--- src/sv/nfsa_pkg.sv ---
// Shared types, constants and helpers for the next-fit slot allocator.
// No dependencies; imported by every module of the allocator.
package nfsa_pkg;

    localparam int SLOTS  = 1024;
    localparam int IDX_W  = $clog2(SLOTS);
    localparam int CNT_W  = $clog2(SLOTS + 1);
    localparam int SLOT_W = 11;

    typedef enum logic [1:0] {
        ST_GRANTED = 2'd0,
        ST_FULL    = 2'd1,
        ST_FREED   = 2'd2,
        ST_BAD     = 2'd3
    } status_t;

    typedef enum logic {
        OP_ALLOC = 1'b0,
        OP_FREE  = 1'b1
    } opcode_t;

    typedef struct packed {
        logic             we;
        logic [IDX_W-1:0] waddr;
        logic             wdata;
        logic             re;
        logic [IDX_W-1:0] raddr;
    } mem_req_t;

    // Advance a slot index by one, wrapping at the pool size
    function automatic logic [IDX_W-1:0] next_idx(input logic [IDX_W-1:0] idx);
        logic [IDX_W-1:0] res;
        if (idx == IDX_W'(SLOTS - 1))
            res = '0;
        else
            res = idx + 1'b1;
        return res;
    endfunction

endpackage

--- src/sv/nfsa_used_mem.sv ---
// Used-bit memory of the slot allocator: one write port, one read port,
// read data registered. Depends on nfsa_pkg.
module nfsa_used_mem
    import nfsa_pkg::*;
(
    input  logic     clk,
    input  mem_req_t mem_req,
    output logic     rd_data
);

    logic mem [SLOTS];
    logic rd_data_reg;

    always_ff @(posedge clk)
    begin
        if (mem_req.we)
        begin
            mem[mem_req.waddr] <= mem_req.wdata;
        end
        if (mem_req.re)
        begin
            rd_data_reg <= mem[mem_req.raddr];
        end
    end

    assign rd_data = rd_data_reg;

endmodule

--- src/sv/nfsa_seq.sv ---
// Sequencer of the slot allocator: clearing pass, free requests and the
// one-slot-per-cycle next-fit scan over the used-bit memory. Depends on nfsa_pkg.
module nfsa_seq
    import nfsa_pkg::*;
(
    input  logic              clk,
    input  logic              rst_n,
    input  logic              req_accept,
    input  opcode_t           req_op,
    input  logic [SLOT_W-1:0] req_slot,
    input  logic              rd_data,
    input  logic              out_free,
    output logic              idle,
    output mem_req_t          mem_req,
    output logic              res_valid,
    output status_t           res_status,
    output logic [SLOT_W-1:0] res_slot
);

    typedef enum logic [1:0] {
        S_CLEAR,
        S_IDLE,
        S_SCAN,
        S_RESP
    } state_t;

    state_t            state_reg;
    logic [IDX_W-1:0]  ptr_reg;
    logic [IDX_W-1:0]  addr_reg;
    logic [CNT_W-1:0]  rem_reg;
    logic              chk_vld_reg;
    logic [IDX_W-1:0]  chk_idx_reg;
    logic              chk_last_reg;
    logic [IDX_W-1:0]  clr_reg;
    status_t           res_status_reg;
    logic [SLOT_W-1:0] res_slot_reg;

    logic              slot_good;
    logic [IDX_W-1:0]  free_idx;
    logic              found;
    logic              exhausted;

    assign slot_good = (req_slot != '0) && (32'(req_slot) <= 32'(SLOTS));
    assign free_idx  = IDX_W'(req_slot - 1'b1);
    assign found     = chk_vld_reg && !rd_data;
    assign exhausted = chk_vld_reg && rd_data && chk_last_reg;

    always_comb
    begin
        mem_req = '0;
        unique case (state_reg)
            S_CLEAR:
            begin
                mem_req.we    = 1'b1;
                mem_req.waddr = clr_reg;
                mem_req.wdata = 1'b0;
            end
            S_IDLE:
            begin
                if (req_accept && req_op == OP_FREE && slot_good)
                begin
                    mem_req.we    = 1'b1;
                    mem_req.waddr = free_idx;
                    mem_req.wdata = 1'b0;
                end
            end
            S_SCAN:
            begin
                if (found)
                begin
                    mem_req.we    = 1'b1;
                    mem_req.waddr = chk_idx_reg;
                    mem_req.wdata = 1'b1;
                end
                else if (!exhausted && rem_reg != '0)
                begin
                    mem_req.re    = 1'b1;
                    mem_req.raddr = addr_reg;
                end
            end
            S_RESP:
            begin
                mem_req = '0;
            end
            default:
            begin
                mem_req = '0;
            end
        endcase
    end

    always_ff @(posedge clk or negedge rst_n)
    begin
        if (!rst_n)
        begin
            state_reg      <= S_CLEAR;
            ptr_reg        <= '0;
            addr_reg       <= '0;
            rem_reg        <= '0;
            chk_vld_reg    <= 1'b0;
            chk_idx_reg    <= '0;
            chk_last_reg   <= 1'b0;
            clr_reg        <= '0;
            res_status_reg <= ST_GRANTED;
            res_slot_reg   <= '0;
        end
        else
        begin
            unique case (state_reg)
                S_CLEAR:
                begin
                    clr_reg <= next_idx(clr_reg);
                    if (clr_reg == IDX_W'(SLOTS - 1))
                        state_reg <= S_IDLE;
                end
                S_IDLE:
                begin
                    if (req_accept)
                    begin
                        if (req_op == OP_ALLOC)
                        begin
                            addr_reg    <= ptr_reg;
                            rem_reg     <= CNT_W'(SLOTS);
                            chk_vld_reg <= 1'b0;
                            state_reg   <= S_SCAN;
                        end
                        else
                        begin
                            res_status_reg <= slot_good ? ST_FREED : ST_BAD;
                            res_slot_reg   <= '0;
                            state_reg      <= S_RESP;
                        end
                    end
                end
                S_SCAN:
                begin
                    if (found)
                    begin
                        ptr_reg        <= next_idx(chk_idx_reg);
                        res_status_reg <= ST_GRANTED;
                        res_slot_reg   <= SLOT_W'({1'b0, chk_idx_reg} + 1'b1);
                        chk_vld_reg    <= 1'b0;
                        state_reg      <= S_RESP;
                    end
                    else if (exhausted)
                    begin
                        // pool full: pointer still steps on by one
                        ptr_reg        <= next_idx(ptr_reg);
                        res_status_reg <= ST_FULL;
                        res_slot_reg   <= '0;
                        chk_vld_reg    <= 1'b0;
                        state_reg      <= S_RESP;
                    end
                    else if (rem_reg != '0)
                    begin
                        chk_vld_reg  <= 1'b1;
                        chk_idx_reg  <= addr_reg;
                        chk_last_reg <= (rem_reg == CNT_W'(1));
                        addr_reg     <= next_idx(addr_reg);
                        rem_reg      <= rem_reg - 1'b1;
                    end
                    else
                    begin
                        chk_vld_reg <= 1'b0;
                    end
                end
                S_RESP:
                begin
                    if (out_free)
                        state_reg <= S_IDLE;
                end
                default:
                begin
                    state_reg <= S_IDLE;
                end
            endcase
        end
    end

    assign idle       = (state_reg == S_IDLE);
    assign res_valid  = (state_reg == S_RESP) && out_free;
    assign res_status = res_status_reg;
    assign res_slot   = res_slot_reg;

endmodule

--- src/sv/next_fit_slot_allocator.sv ---
// Next-fit slot allocator, top level. Free: a valid slot's used bit is cleared at
// acceptance. Allocate: the scan reads one used bit a cycle from the search pointer
// to the first free slot; with all SLOTS (1024) used it reports pool full. One word
// at a time; the output register lets a new word in while a result waits.
// Reset (rst_n, async, active low) clears every used bit, s_tready low throughout.
// Depends on nfsa_pkg, nfsa_seq, nfsa_used_mem.
module next_fit_slot_allocator
    import nfsa_pkg::*;
(
    input  logic        clk,
    input  logic        rst_n,
    input  logic        s_tvalid,
    output logic        s_tready,
    input  logic [15:0] s_tdata,   // [10:0] slot_in, [15:11] zero
    input  logic [0:0]  s_tuser,   // [0] opcode
    output logic        m_tvalid,
    input  logic        m_tready,
    output logic [15:0] m_tdata,   // [10:0] slot_out, [15:11] zero
    output logic [1:0]  m_tuser    // [1:0] status
);

    logic              accept;
    logic              idle;
    logic              rd_data;
    logic              out_free;
    logic              res_valid;
    status_t           res_status;
    logic [SLOT_W-1:0] res_slot;
    mem_req_t          mem_req;

    logic              out_vld_reg;
    status_t           out_status_reg;
    logic [SLOT_W-1:0] out_slot_reg;

    assign s_tready = idle;
    assign accept   = s_tvalid && s_tready;
    assign out_free = !out_vld_reg || m_tready;

    nfsa_seq u_seq (
        .clk        (clk),
        .rst_n      (rst_n),
        .req_accept (accept),
        .req_op     (opcode_t'(s_tuser[0])),
        .req_slot   (s_tdata[SLOT_W-1:0]),
        .rd_data    (rd_data),
        .out_free   (out_free),
        .idle       (idle),
        .mem_req    (mem_req),
        .res_valid  (res_valid),
        .res_status (res_status),
        .res_slot   (res_slot)
    );

    nfsa_used_mem u_mem (
        .clk     (clk),
        .mem_req (mem_req),
        .rd_data (rd_data)
    );

    always_ff @(posedge clk or negedge rst_n)
    begin
        if (!rst_n)
        begin
            out_vld_reg <= 1'b0;
        end
        else
        begin
            if (res_valid)
                out_vld_reg <= 1'b1;
            else if (m_tready)
                out_vld_reg <= 1'b0;
        end
    end

    always_ff @(posedge clk)
    begin
        if (res_valid)
        begin
            out_status_reg <= res_status;
            out_slot_reg   <= res_slot;
        end
    end

    assign m_tvalid = out_vld_reg;
    assign m_tdata  = 16'(out_slot_reg);
    assign m_tuser  = out_status_reg;

    // one word at a time: nothing more taken in the cycle after acceptance
    assert property (@(posedge clk) disable iff (!rst_n)
        (s_tvalid && s_tready) |=> !s_tready)
        else $error("input taken while a word is in progress");

    // a grant always names a slot
    assert property (@(posedge clk) disable iff (!rst_n)
        (m_tvalid && m_tuser == ST_GRANTED) |-> (m_tdata[SLOT_W-1:0] != '0))
        else $error("grant without a slot number");

    // no slot number unless granted
    assert property (@(posedge clk) disable iff (!rst_n)
        (m_tvalid && m_tuser != ST_GRANTED) |-> (m_tdata[SLOT_W-1:0] == '0))
        else $error("slot number on a non-grant result");

    // a new result never lands on one still waiting
    assert property (@(posedge clk) disable iff (!rst_n)
        (m_tvalid && !m_tready) |=> ($stable(m_tuser) && $stable(m_tdata)))
        else $error("waiting result overwritten");

endmodule
--- config.mk ---
export PLATFORM = sky130hd
export DESIGN_NAME = next_fit_slot_allocator
export DESIGN_NICKNAME = d
export VERILOG_FILES = /design/src/sv/nfsa_pkg.sv /design/src/sv/nfsa_used_mem.sv /design/src/sv/nfsa_seq.sv /design/src/sv/next_fit_slot_allocator.sv
export SDC_FILE = /design/constraint.sdc
export NUM_CORES = 2
export LEC_CHECK = 0
export ABC_AREA = 1
export BUFFER_PORTS_ARGS = -buffer_cell sky130_fd_sc_hd__buf_2
export CORE_MARGIN = 2
export CORE_UTILIZATION = 40
export CTS_CLUSTER_SIZE = 40
export DETAILED_ROUTE_END_ITERATION = 6
export PLACE_DENSITY = 0.59
export SKIP_LAST_GASP = 1
export SLEW_MARGIN = 20
export SYNTH_ARGS = -nofsm -noshare
export SYNTH_HDL_FRONTEND = slang
export SYNTH_HIERARCHICAL = 1
export SYNTH_SLANG_ARGS = --single-unit
--- constraint.sdc ---
create_clock -name clk -period 15.7 [get_ports clk]
set_input_delay 2.355 -clock clk [delete_from_list [all_inputs] [get_ports clk]]
set_output_delay 2.355 -clock clk [all_outputs]
set_load 0.1 [all_outputs]
Word level (Yosys, flattened, before mapping)
Memory sizes are Yosys's and may differ from the RTL's. A register that Yosys moved wholly into a read port is not among the register bits. Cells that the tools add are included.

Magnitude comparators: 1. Muxes and demuxes: 52. $add $sub $neg: 7. Reductions and logical operators: 25. Equality and inequality tests: 17. Bitwise gates (word level): 2.

Operators by type and width (count): 11-bit 2-to-1 mux (12); 10-bit 2-to-1 mux (11); 12-bit case mux with 4 select lines (1); 11-bit case mux with 2 select lines (2); 10-bit by 1-bit adder with 10-bit output, second input constant (4); 10-bit equality test, second input constant (4); 12-bit 2-to-1 mux (2); 11-bit nonzero test (2); 10-bit case mux with 2 select lines (1); 2-bit 2-to-1 mux (9); 4-bit AND reduction (3); 10-bit by 1-bit adder with 11-bit output, second input constant (1); 11-bit by 1-bit equality test with 1-bit output, second input constant (1); 11-bit <= comparator, second input constant (1); 1-bit 2-to-1 mux (11); 11-bit by 1-bit subtractor with 11-bit output, second input constant (1); 2-bit by 1-bit != test with 1-bit output, second input constant (5); 10-bit by 1-bit subtractor with 10-bit output, second input constant (1); 1-bit logical AND (9); 2-bit case mux with 4 select lines (1); 2-bit != test, second input constant (3); 6-bit AND reduction (1); 2-bit nonzero test (3); 2-bit equality test, second input constant (2); 10 further kinds (13).

Memories: 1. Bits of input ports: 21. Flip-flop bits (word level): 82. Memory bits (writable): 1024.

Memories: u_mem.mem (depth 1024, bits a word 1, read ports 1, clocked after memory_dff 1, wr ports 1, line nfsa_used_mem.sv:11) `logic mem [SLOTS];`.

Logic depth before layout (Yosys ltp)
Depth in word-level cells: 8. Mapped depth: 25. Depth with buffers taken out: 22.

Modules after synthesis
The synthesis kept the hierarchy.

Modules (own cells, without submodules): nfsa_used_mem (instances 1, seq. area each 30779.5 um^2, area an instance 46402.0 um^2, cells an instance 4679); nfsa_seq (instances 1, seq. area each 1701.6 um^2, area an instance 4556.9 um^2, cells an instance 656); next_fit_slot_allocator (instances 1, seq. area each 415.4 um^2, area an instance 484.2 um^2, cells an instance 26).

Worst setup path after synthesis
OpenSTA, ideal clock, no wires.

Kind: reg-to-reg. Start point: register u_seq.state_reg[0]. End point: memory u_mem.mem[0], data pin. Required time: 13.203 ns. Path buffers: 1. Arrival: 12.008 ns. Library setup time: 2.497 ns. Stages on the path, launching flop included: 8. Slack: 1.195 ns. Cells stage by stage: dfrtp_1 inv_1 ha_1 nand2_1 inv_1 nand2_1 buf_2 inv_1.

RTL lines: start, declared (line nfsa_seq.sv:27) `state_t state_reg;`; start signal, assigned (line nfsa_seq.sv:96) `state_reg <= S_CLEAR;`; start signal, assigned (line nfsa_seq.sv:114) `state_reg <= S_IDLE;`; start signal, assigned (line nfsa_seq.sv:125) `state_reg <= S_SCAN;`; end, declared (line nfsa_used_mem.sv:11).

==> results.cfg <==
[min_path]
min_to = out_slot_reg[10]$_DFFE_PP_
min-delay-start = u_seq/res_slot[10]$_DFFE_PN0P_
whs_path_depth = 0
min-delay-path-class = reg2reg

[clock_tree]
cts_inserted_buffers = 117
clk_pin_slew_ps = 60
clkSinkCount = 1107
cts_max_level = 3
cts_setup_buffers = 0
cts.repair.resized = 0
postCtsHoldBufs = 0
clockRootBuffer = clkbuf_16
clock_latency_ps = 700
clock_tree.buffer_depth = 3
cts_tree = done

[worst_setup_path]
timing_worst_setup_path_type = reg2reg
r2r.worst_path.cells = 25
start_kind = register
timing.rr.start = u_seq/state_reg[0]$_DFFE_PN0P_
critical_path_end_type = register
setup.reg_to_reg.worst_slack_ps = 8280
worst_ep_required_time_ps = 16240
timing.critical_path.arrival_ps = 7960
worstReg2RegEnd = u_mem/rd_data$_DFFE_PP_
critical_path_peak_fanout = 158

[global_route]
grt-ovfl-total = 0
grt_pass1_vias = 35400
number_of_antenna_violations_at_the_first_check_in_global_routing = 1
first_pass_grt_wire_length_mm = 217
pin_count_of_the_biggest_net_entering_global_routing = 251
track_usage_pct = 21.7

[pwr]
p_leak_nw = 20.2
power-per-cell-area_nw_per_um2 = 105
pwr-share-clk_pct = 45.3
combPwrFrac_pct = 0.3
cellInternalPower_mw = 4.68
vdd_drop_max_mv = 0.107
seq_power_share_pct = 54.5
net-switching-power_mw = 1.16
sw_frac_of_total_pct = 19.8

[placement]
place.gp.congestion = 0.817
detailed_place_hpwl_mm = 70.9
port_buffers = 30

[floorplanning]
std_cell_rows = 131
core_area_um2 = 128000
die_area_um2 = 131000
die_height_um = 363
io_pins = 41
start_util_pct = 40.3
die_width_um = 363

[sta]
clock.fmax_mhz = 135
finalWorstPathRequiredPeriod_ps = 7420
totalNegativeSetupSlack_ps = 0
final_min_period_over_clock_period_pct = 47.3
least_margin_pin_slew_ps = 1190
final_report_max_slew_violation_count = 0
worst_rel_slew_slack_pct = 20.5
report.final.setup_viol = 0
timing.final.hold_violations = 0
finalClockSkew_ps = 20.6
rsz_0062_raised_after_global_routing = no

[finish]
final_core_util_pct = 43.8
fraction_of_final_layout_cells_sized_beyond_drive_strength_1_pct = 6.68
areaGrowthSynthToFinish_pct = 8.47
final.fill_count = 12300
largest_reg_flops = 1024
num_antenna_cells = 0
fin_nets = 5185
registers.top_by_ff_count = u_mem/mem

[synth]
synth_compound_gate_area_share_pct = 0.961
synth.top_cells.by_area = edfxtp_1 61%, nand3_1 10%, nand2_1 9.6%
synth_top_family_by_area = simple AND/OR/NAND/NOR gates
syn-mean-instance-area_um2 = 9.60
ys_dominant_reg_cell = edfxtp_1
synth.yosys.warnings = 6
synthDominantAreaCellType = edfxtp_1
area_share_of_the_largest_cell_type_after_synthesis_pct = 60.6
synth-simple-area-share_pct = 29.0
syn_area_um2 = 51400
number_of_synthesized_flops_with_an_enable_pin = 1038
ys_async_sr_fraction_pct = 6.23
synth_xor_xnor_area_share_pct = 0.358
synth-seq-cells = 1107
synth-adder-area-share_pct = 0.292
synth.area.mux_share_pct = 0
synthesis.instances = 5361
synth_seq_area_share_pct = 63.9
synth_cell_types = 41

[route]
finalWirelength_mm = 146
detailedRoute.firstIterationViolations = 4103
drtPass1Iterations = 6
routed_via_density = 5.47
remaining_drc_errors = 0
vias = 37800
routed_wire_length_per_instance_um = 21.1
route.antenna.remaining_nets = 0

[status]
status = finished clean

[run]
maxCapViolCount = 0
metrics by stage:
step	hold slack, ps	instance area [µm²]	total power [mW]	std cells	setup WS [ps]
finish	459	55800	5.84	6902	8280
global route	477	55800	6.00	6902	7900
CTS	466	55800	5.88	6902	8430
detailed placement	434	52200	3.26	6695	8460
global placement	448	52100	3.26	6695	8440
floorplan	417	51500	3.25	5365	1200
placed cells by master (no fill, tap or decap), types with 5 or more instances in the layout:
master / n
inv_8: 5
nor2_1: 1101
o21ai_1: 5
nand3_1: 1065
a21oi_1: 10
edfxtp_1: 1038
clkbuf_1: 30
clkinv_1: 20
inv_2: 6
buf_4: 67
ha_1: 12
o21bai_1: 12
o21ai_2: 11
nor3_1: 27
clkinv_2: 22
o21ai_0: 30
clkbuf_16: 121
nand2_1: 1280
nand2_2: 42
o22ai_1: 12
xor2_1: 18
buf_2: 30
nor2_2: 5
conb_1: 5
nand2_4: 5
bufinv_16: 5
dfrtp_1: 69
nand4_1: 21
inv_1: 125
cell families (layout without fill, tap and decap cells):
group / after synthesis / in the layout
compound gates: 81 / 81
simple gates: 3565 / 3565
flops: 1107 / 1107
buf+inv: 574 / 449
other cells: 1 / 5
xor+xnor: 21 / 21
fa+ha+maj: 12 / 12
per-layer routing:
layer | global-route usage, % | vias up | share of wire, %
met4 | 7.99 | 2 | 3.6
met3 | 3.55 | 262 | 8.2
met5 | 0 | - | 0.0096
met2 | 34.7 | 1456 | 46
li1 | - | 17500 | -
met1 | 29.9 | 18500 | 42
worst max-delay path: stages (launching register included):
cell	delay, ps
dfrtp_1	420
inv_1	120
ha_1	150
buf_4	290
nand2_1	230
inv_1	110
nand2_2	100
inv_2	380
nand2_1	340
inv_8	330
buf_4	690
buf_4	710
buf_4	750
buf_12	640
nand2_1	100
nand3_1	130
nand3_1	100
nand3_1	140
nand3_1	230
nand3_1	170
nand3_1	90
nand2_1	330
nand2_1	100
nand3_1	110
nand3_1	70
nand2_1	120
Yosys cell counts, types with 18 or more instances:
cell type	n
nand2_1	1317
nor3_1	27
dfrtp_1	69
buf_6	55
clkbuf_1	200
xor2_1	18
o21ai_0	30
edfxtp_1	1038
inv_1	133
nand3_1	1069
buf_1	35
buf_2	129
nand4_1	21
nor2_1	1102
power groups by stage:
stage / Clock [mW] / Sequential, mW / Combinational [mW]
after floorplan: 0 / 3.24 / 0.00891
after global placement: 0 / 3.24 / 0.0162
after detailed placement: 0 / 3.24 / 0.0161
after CTS: 2.68 / 3.18 / 0.0162
after global routing: 2.80 / 3.18 / 0.0174
final: 2.64 / 3.18 / 0.0158
worst max-delay path by stage:
| stage | from | to | slack [ps] | cells after the start |
|---|---|---|---|---|
| after detailed placement | u_seq/state_reg[0]$_DFFE_PN0P_ | u_mem/rd_data$_DFFE_PP_ | 8460 | 25 |
| after global routing | u_seq/state_reg[0]$_DFFE_PN0P_ | u_mem/rd_data$_DFFE_PP_ | 7900 | 25 |
| after CTS | u_seq/state_reg[0]$_DFFE_PN0P_ | u_mem/rd_data$_DFFE_PP_ | 8430 | 25 |
| after floorplan | u_seq/state_reg[0]$_DFFE_PN0P_ | u_mem/mem[0]$_DFFE_PP_ | 1200 | 7 |
| final | u_seq/state_reg[0]$_DFFE_PN0P_ | u_mem/rd_data$_DFFE_PP_ | 8280 | 25 |
| after global placement | u_seq/state_reg[0]$_DFFE_PN0P_ | u_mem/rd_data$_DFFE_PP_ | 8440 | 25 |
layout make-up:
cell class                      instances  area (µm²)  area share, %
Clock inverter                         53         414          0.742
Sequential cell                      1107       32900           59.0
Tap cell                             1662        2080           3.73
Clock buffer                          154        3180           5.70
Inverter                              141         593           1.06
Timing Repair Buffer                  101         724           1.30
Multi-Input combinational cell       3684       15900           28.5
Note: power is estimated with default switching activity, not from simulation.
